### src/sprite_quad_vertex_generator_assert.svh
// Assertion macros shared by the sprite quad vertex generator RTL.
`ifndef SPRITE_QUAD_VERTEX_GENERATOR_ASSERT_SVH
`define SPRITE_QUAD_VERTEX_GENERATOR_ASSERT_SVH

// Same-cycle implication, disabled while in reset.
`define SQV_ASSERT_IMPLY(lbl, clk, rstn, ante, cons, msg) \
  lbl: assert property (@(posedge clk) disable iff (!(rstn)) (ante) |-> (cons)) \
    else $error(msg);

// Next-cycle implication, disabled while in reset.
`define SQV_ASSERT_NEXT(lbl, clk, rstn, ante, cons, msg) \
  lbl: assert property (@(posedge clk) disable iff (!(rstn)) (ante) |=> (cons)) \
    else $error(msg);

`endif

### src/sqv_pkg.sv
// Types, constants and helpers of the sprite quad vertex generator.
`default_nettype none
package sqv_pkg;

  localparam int ANGLE_BITS_DEF   = 16;
  localparam int VERTS_PER_SPRITE = 6;
  localparam int SLOT_W           = 3;
  localparam int CFG_W            = 14;
  localparam int CFG_IDX_W        = 2;

  localparam logic [CFG_IDX_W-1:0] REG_VIEW_W = 2'd0;
  localparam logic [CFG_IDX_W-1:0] REG_VIEW_H = 2'd1;
  localparam logic [CFG_IDX_W-1:0] REG_TEX_W  = 2'd2;
  localparam logic [CFG_IDX_W-1:0] REG_TEX_H  = 2'd3;

  localparam logic [CFG_W-1:0] RST_VIEW_W = 14'd1280;
  localparam logic [CFG_W-1:0] RST_VIEW_H = 14'd720;
  localparam logic [CFG_W-1:0] RST_TEX_W  = 14'd256;
  localparam logic [CFG_W-1:0] RST_TEX_H  = 14'd256;

  localparam logic [SLOT_W-1:0] SLOT_FIRST = 3'd0;
  localparam logic [SLOT_W-1:0] SLOT_LAST  = SLOT_W'(VERTS_PER_SPRITE - 1);

  // Q30 sine polynomial coefficients
  localparam int Z_W = 31;
  localparam logic [Z_W-1:0] Q30_ONE = 31'd1073741824;
  localparam logic [Z_W-1:0] SIN_A1  = 31'd1686629713;
  localparam logic [Z_W-1:0] SIN_A3  = 31'd693598669;
  localparam logic [Z_W-1:0] SIN_A5  = 31'd85569306;
  localparam logic [Z_W-1:0] SIN_A7  = 31'd5026995;
  localparam logic [Z_W-1:0] SIN_A9  = 31'd172272;
  localparam int MAG_W   = 17;
  localparam int SIN_LAT = 7;

  // divider: signed numerator, unsigned denominator, clamped quotient
  localparam int NUM_W   = 38;
  localparam int DEN_W   = 19;
  localparam int QUO_W   = 16;
  localparam int DIV_LAT = QUO_W + 1;

  typedef struct packed {
    logic signed [15:0] pos_x;
    logic signed [15:0] pos_y;
    logic [15:0]        size_x;
    logic [15:0]        size_y;
    logic signed [15:0] pivot_x;
    logic signed [15:0] pivot_y;
    logic [15:0]        rotation_angle;
    logic [12:0]        tex_left;
    logic [12:0]        tex_top;
    logic [13:0]        tex_width;
    logic [13:0]        tex_height;
    logic [31:0]        rgba_color;
  } sqv_in_t;

  typedef struct packed {
    logic signed [15:0] ndc_x;
    logic signed [15:0] ndc_y;
    logic [15:0]        tex_u;
    logic [15:0]        tex_v;
    logic [31:0]        vertex_color;
    logic [2:0]         corner_slot;
    logic               last_vertex;
  } sqv_out_t;

  // per-vertex geometry carried alongside the sine pipes
  typedef struct packed {
    logic signed [17:0] dx;
    logic signed [17:0] dy;
    logic signed [16:0] cx;
    logic signed [16:0] cy;
    logic [14:0]        tu;
    logic [14:0]        tv;
    logic               neg_s;
    logic               neg_c;
  } sqv_geo_t;

  // per-vertex tag carried down the full pipe
  typedef struct packed {
    logic [31:0]       color;
    logic [SLOT_W-1:0] slot;
    logic              last;
  } sqv_tag_t;

  // corner of each slot: 0 TL, 1 TR, 2 BL, 3 BR
  function automatic logic [1:0] slot_corner(input logic [SLOT_W-1:0] slot);
    logic [1:0] c;
    case (slot)
      3'd0:    c = 2'd0;
      3'd1:    c = 2'd1;
      3'd2:    c = 2'd2;
      3'd3:    c = 2'd2;
      3'd4:    c = 2'd1;
      3'd5:    c = 2'd3;
      default: c = 2'd0;
    endcase
    return c;
  endfunction

endpackage
`default_nettype wire

### src/sqv_div.sv
// Pipelined restoring divider, one quotient bit per stage, clamped to [0, 2^QUO_W-1].
`default_nettype none
module sqv_div (
  input  wire logic                             clk,
  input  wire logic signed [sqv_pkg::NUM_W-1:0] num_i,
  input  wire logic        [sqv_pkg::DEN_W-1:0] den_i,
  output logic             [sqv_pkg::QUO_W-1:0] quo_o
);
  import sqv_pkg::*;

  localparam int REM_W = DEN_W + QUO_W;

  // den_i must be held steady by the user while items are in flight; the block does not enforce it
  logic [REM_W-1:0] rem_r [0:QUO_W];
  logic [QUO_W-1:0] quo_r [0:QUO_W];
  logic             neg_r [0:QUO_W];
  logic             ovf_r [0:QUO_W];
  logic [NUM_W-1:0] lim;
  logic             neg_in;

  assign lim    = NUM_W'({den_i, {QUO_W{1'b0}}});
  assign neg_in = num_i[NUM_W-1];

  always_ff @(posedge clk) begin
    rem_r[0] <= REM_W'(num_i);
    quo_r[0] <= '0;
    neg_r[0] <= neg_in;
    ovf_r[0] <= !neg_in && ($unsigned(num_i) >= lim);
  end

  for (genvar k = 1; k <= QUO_W; k++) begin : g_stage
    logic [REM_W:0] trial;
    assign trial = {1'b0, rem_r[k-1]} - ((REM_W+1)'(den_i) << (QUO_W - k));
    always_ff @(posedge clk) begin
      rem_r[k] <= trial[REM_W] ? rem_r[k-1] : trial[REM_W-1:0];
      quo_r[k] <= {quo_r[k-1][QUO_W-2:0], !trial[REM_W]};
      neg_r[k] <= neg_r[k-1];
      ovf_r[k] <= ovf_r[k-1];
    end
  end

  assign quo_o = neg_r[QUO_W] ? '0 : (ovf_r[QUO_W] ? '1 : quo_r[QUO_W]);
endmodule
`default_nettype wire

### config.mk
export PLATFORM = sky130hd
export DESIGN_NAME = sqv_div
export DESIGN_NICKNAME = d
export VERILOG_FILES = /design/src/sprite_quad_vertex_generator_assert.svh /design/src/sqv_pkg.sv /design/src/sqv_div.sv
export SDC_FILE = /design/constraint.sdc
export NUM_CORES = 2
export LEC_CHECK = 0
export ABC_AREA = 1
export BUFFER_PORTS_ARGS = -buffer_cell sky130_fd_sc_hd__buf_2
export CAP_MARGIN = 20
export CORE_MARGIN = 2
export CORE_UTILIZATION = 60
export DETAILED_ROUTE_END_ITERATION = 10
export GPL_ROUTABILITY_DRIVEN = 0
export PLACE_DENSITY_LB_ADDON = 0.08
export RECOVER_POWER = 25
export SYNTH_ARGS = -nofsm -noshare
export SYNTH_HDL_FRONTEND = slang
export SYNTH_SLANG_ARGS = --single-unit
### constraint.sdc
create_clock -name clk -period 2.9 [get_ports clk]
set_input_delay 0.145 -clock clk [delete_from_list [all_inputs] [get_ports clk]]
set_output_delay 0.145 -clock clk [all_outputs]
set_load 0.02 [all_outputs]
# Word level (Yosys, flattened, before mapping)
# Memory sizes are Yosys's and may differ from the RTL's.
# Cells that the tools add are included.
# totals
ff_bits	0
latchBits	0
mem_bits_ro	0
ram_bits	901
input_bits	58
wordCells	57
mem_count	4
output_inout_bits	16
# memory_table
memory	words	width	read_ports	rd_ports_with_merged_regs	write_ports	line	source
rem_r	17	35	16	0	17	sqv_div.sv:14	logic [REM_W-1:0] rem_r [0:QUO_W];
quo_r	17	16	17	0	17	sqv_div.sv:15	logic [QUO_W-1:0] quo_r [0:QUO_W];
neg_r	17	1	17	0	17	sqv_div.sv:16	logic neg_r [0:QUO_W];
ovf_r	17	1	17	0	17	sqv_div.sv:17	logic ovf_r [0:QUO_W];
# classes
mux	18
bitwise_logic	0
n_mul	0
n_eq_ne	0
div_mod_pow	0
magnitude_cmp	1
add_sub_neg	16
n_shift	0
n_reduce_logical	18
# op_table
operator	n
35-bit 2-to-1 mux	16
38-bit by 35-bit greater-or-equal comparator with 1-bit output	1
35-bit by 19-bit subtractor with 36-bit output	1
35-bit by 20-bit subtractor with 36-bit output	1
35-bit by 21-bit subtractor with 36-bit output	1
35-bit by 22-bit subtractor with 36-bit output	1
35-bit by 23-bit subtractor with 36-bit output	1
35-bit by 24-bit subtractor with 36-bit output	1
35-bit by 25-bit subtractor with 36-bit output	1
35-bit by 26-bit subtractor with 36-bit output	1
35-bit by 27-bit subtractor with 36-bit output	1
35-bit by 28-bit subtractor with 36-bit output	1
35-bit by 29-bit subtractor with 36-bit output	1
35-bit by 30-bit subtractor with 36-bit output	1
35-bit by 31-bit subtractor with 36-bit output	1
35-bit by 32-bit subtractor with 36-bit output	1
35-bit by 33-bit subtractor with 36-bit output	1
35-bit by 34-bit subtractor with 36-bit output	1
16-bit 2-to-1 mux	2
1-bit zero test	17
1-bit logical AND	1

# Longest topological paths before layout
# An unclocked memory read counts as a cell.
# logic_depth
word_depth	3
ltp_mapped	17
mapped_depth_nobuf	16

# Least setup slack after synthesis
# Ideal clock, no wire load.
# synth_path
kind	register to register
from	memory rem_r[0][287] in the netlist's numbering
to	memory rem_r[0][339] in the netlist's numbering
path_buffers	2
arrival_time_ns	2.004
t_required_ns	2.787
setup_ns	0.113
setup_slack_ns	0.783
stages_incl_launch_ff	18
period_less_slack_ns	2.117
cell_sequence	dfxtp_1 -> inv_1 -> ha_1 -> fa_1 -> inv_1 -> nand3_1 -> nand2_2 -> nand3_1 -> nand2_2 -> nand2_2 -> nand2_2 -> nand2_4 -> nand2_8 -> inv_2 -> buf_6 -> buf_12 -> nand2_2 -> nand2_1
# synth_lines
element	line
start: declaration	sqv_div.sv:14

==> impl_results.rst <==
.. list-table::
   :header-rows: 1

   * - Metric
     - Value
   * - Share of flip-flops with an asynchronous set or reset
     - 0%
   * - Post-synthesis xor/xnor area fraction
     - 4.39%
   * - DRC violation total after the first TritonRoute iteration
     - 3651
   * - Least-Margin Pin Slew
     - 0.855 ns
   * - Number of nets in the layout
     - 6381
   * - Instance count along the most critical hold path
     - 7
   * - Final critical delay including setup and external delays
     - 2.67 ns
   * - Most frequently used flop master after synthesis
     - sky130_fd_sc_hd__dfxtp_1
   * - Via-per-instance ratio
     - 5.61
   * - # H-tree levels
     - 3
   * - Static Leakage
     - 21.6 nW
   * - First-pass GRT wire length
     - 189 mm
   * - Fraction of layout cells with a size suffix above 1
     - 6.98%
   * - CP Max Fanout
     - 43
   * - First-pass iteration count of the detailed router
     - 11
   * - Worst Reg-to-Reg Cells
     - 12
   * - Max cap viols
     - 0
   * - Peak clock frequency supported by timing
     - 375 MHz
   * - EDFF count, synth
     - 0
   * - Residual DRC
     - 2
   * - Horiz. Die Dim
     - 266 um
   * - Max Buffers Root-to-Sink
     - 3
   * - Starting utilization of the core area
     - 60.9%
   * - Required @ worst endpoint
     - 3.41 ns
   * - Number of nets with antenna violations after detailed routing
     - 0
   * - Setup TNS
     - 0 ns
   * - Mapped cell area
     - 41100 um^2
   * - Setup violation total in the final timing report
     - 0
   * - Area of the die
     - 70600 um^2
   * - Synthesized instance count
     - 5817
   * - List of most frequent post-synthesis cells
     - sky130_fd_sc_hd__nand2_1 (1683), sky130_fd_sc_hd__dfxtp_1 (730), sky130_fd_sc_hd__nor2_1 (592)
   * - Minimum hold slack
     - 0.0101 ns
   * - Per-instance average area after synthesis
     - 7.07 um^2
   * - Peak VDD IR
     - 0.000910 V
   * - Via count of the first global-routing pass
     - 36200
   * - WL per Instance
     - 17.3 um
   * - Slew HR
     - 42.9%
   * - Remaining Overflow, GRT
     - 0
   * - Top cell type's share of synthesized area
     - 35.5%
   * - Area of the core
     - 67500 um^2
   * - Synth Area in Adders
     - 10.5%
   * - Clock latency of the later-clocked register in the worst-skew pair
     - 0.64 ns
   * - Maximum number of pins on one net before global-route repair
     - 44
   * - CTS Root Buffer Type
     - sky130_fd_sc_hd__clkbuf_16
   * - Top cells by area in the synthesized netlist
     - sky130_fd_sc_hd__dfxtp_1 (36%), sky130_fd_sc_hd__nand2_1 (15%), sky130_fd_sc_hd__ha_1 (9.8%)
   * - Clock tree from TritonCTS
     - yes
   * - Critical path endpoint category
     - register
   * - Area Growth Syn to Fin
     - 10.7%
   * - Violations in the final reports
     - DRC
   * - Crit share post-route
     - 92.0%
   * - Critical path class
     - register to register
   * - Total track usage
     - 33.7%
   * - Worst min-delay path class
     - input port to register
   * - Number of antenna violations at the first check in global routing
     - 3
   * - Fraction of the core area covered by cells at the end of the flow
     - 67.4%
   * - Number of warning messages in the yosys log
     - 0
   * - Final number of max-transition violations
     - 0
   * - Overall Power
     - 52.9 mW
   * - Compound-gate portion of the synthesized area
     - 11.8%
   * - Result of the run
     - finished, violations left
   * - Seq/Total Area, Yosys
     - 35.5%
   * - Simple-gate share of the synthesized area
     - 30.7%
   * - Data arrival time at the worst-slack endpoint
     - 3.18 ns
   * - Post-synthesis net count
     - 6212
   * - Clock input transition at the sequential cells of the worst setup and hold paths
     - 0.06 ns
   * - CTS sink count
     - 730
   * - Final hold violation count
     - 0
   * - Largest area contributor in the synthesized netlist
     - sky130_fd_sc_hd__dfxtp_1
   * - Number of I/O port buffers
     - 73
   * - Total length of routed wires
     - 120 mm
   * - Top-count cell post-synth
     - sky130_fd_sc_hd__nand2_1
   * - Count of different cell masters after synthesis
     - 53
   * - Vertical extent of the die
     - 266 um
   * - Kind of start point of the critical path
     - register
   * - Number of flip-flops and latches in the synthesized netlist
     - 730
   * - Boundary pin count
     - 74
   * - Pwr/cell area
     - 1160 nW/um^2
   * - Cell Rows
     - 95
   * - Buffers inserted by post-CTS timing repair
     - 0
   * - Number of vias in the routed layout
     - 38800
   * - Share of synthesized area spent on multiplexers
     - 0%
   * - Detailed placer's ending HPWL
     - 90.0 mm
   * - Clock Skew
     - 0.0310 ns
   * - Main combinational cell family by area after synthesis
     - simple AND/OR/NAND/NOR gates
   * - Number of buffers created by CTS
     - 76
   * - RSZ-0062 raised after global routing
     - no
## area by class of cell
class / count / area (um^2)
flip-flops and latches: 730 / 14600
inverters: 625 / 2360
multi-input cells: 4400 / 23600
fillers: 6016 / 22000
clock buffers: 94 / 2050
well taps: 873 / 1090
repair buffers: 153 / 1290
clock inverters: 45 / 483
diodes: 1 / 2.50
## worst paths after layout
path                                    start       endpoint  slack, ns
worst max register to register  rem_r[0][423]  rem_r[0][483]       0.23
worst min-delay path                num_i[36]    ovf_r[0][0]       0.01
worst max-delay path            rem_r[0][423]  rem_r[0][483]       0.23
worst min register to register  quo_r[0][100]  quo_r[0][117]       0.32
## stage by stage
step / setup WS [ns] / cell area [um^2] / instances
after floorplan: 0.783 / 41100 / 5817
after global placement: 0.250 / 42600 / 6744
after detailed placement: 0.191 / 42600 / 6744
after CTS: 0.318 / 45500 / 6920
after global routing: 0.129 / 45500 / 6920
final: 0.231 / 45500 / 6921
## report_power, final
part / switching [mW] / internal [mW]
Combinational: 16.9 / 9.54
Sequential: 3.17 / 13.6
Clock: 4.16 / 5.55
## timing repair
action,4_1_cts,5_1_grt
hold endpoints to repair,37,0
hold buffers,37,0
gates resized for setup,0,0
## cells in the final DEF, fill, tap and decap left out, types with 79 or more instances in the layout
master	instances
sky130_fd_sc_hd__a21oi_1	400
sky130_fd_sc_hd__ha_1	322
sky130_fd_sc_hd__inv_1	588
sky130_fd_sc_hd__nand3_1	307
sky130_fd_sc_hd__nand2_1	1683
sky130_fd_sc_hd__nor3_1	79
sky130_fd_sc_hd__o21ai_1	110
sky130_fd_sc_hd__nor2_1	592
sky130_fd_sc_hd__nand4_1	108
sky130_fd_sc_hd__dfxtp_1	730
sky130_fd_sc_hd__xnor2_1	137
sky130_fd_sc_hd__o21ai_0	257
## state kept, by name, indices dropped and copies added (netlist names)
name,cells
quo_r,136
ovf_r,17
rem_r,560
neg_r,17
## layer usage
layer	wire length [um]	global-route usage, %	part of all wire, %	up-vias
li1	-	-	-	19300
met1	49400	42.8	41	17400
met2	53500	55.1	45	1707
met3	10600	5.84	8.8	367
met4	6520	17.2	5.4	4
met5	17	0	0.014	-
## cells by family (layout without fill, tap and decap cells)
logic type / after synthesis / in the layout
other: 0 / 1
buffers and inverters: 687 / 917
AND/OR/NAND/NOR: 2971 / 2971
AO/OA/AOI/OAI: 886 / 886
XOR/XNOR: 206 / 206
flip-flops: 730 / 730
adder cells (fa/ha/maj): 337 / 337
## critical path, cell delays in order, from the launching register on
cell	delay [ns]
sky130_fd_sc_hd__dfxtp_1	0.43
sky130_fd_sc_hd__inv_1	0.07
sky130_fd_sc_hd__ha_1	0.20
sky130_fd_sc_hd__fa_1	0.42
sky130_fd_sc_hd__o21ai_2	0.31
sky130_fd_sc_hd__nand2_1	0.09
sky130_fd_sc_hd__nand2_1	0.15
sky130_fd_sc_hd__nand2_1	0.09
sky130_fd_sc_hd__nand2_2	0.11
sky130_fd_sc_hd__nand2_4	0.09
sky130_fd_sc_hd__nand2_8	0.11
sky130_fd_sc_hd__inv_6	0.13
sky130_fd_sc_hd__a21oi_1	0.31
Power figures use the tool's default switching activity.
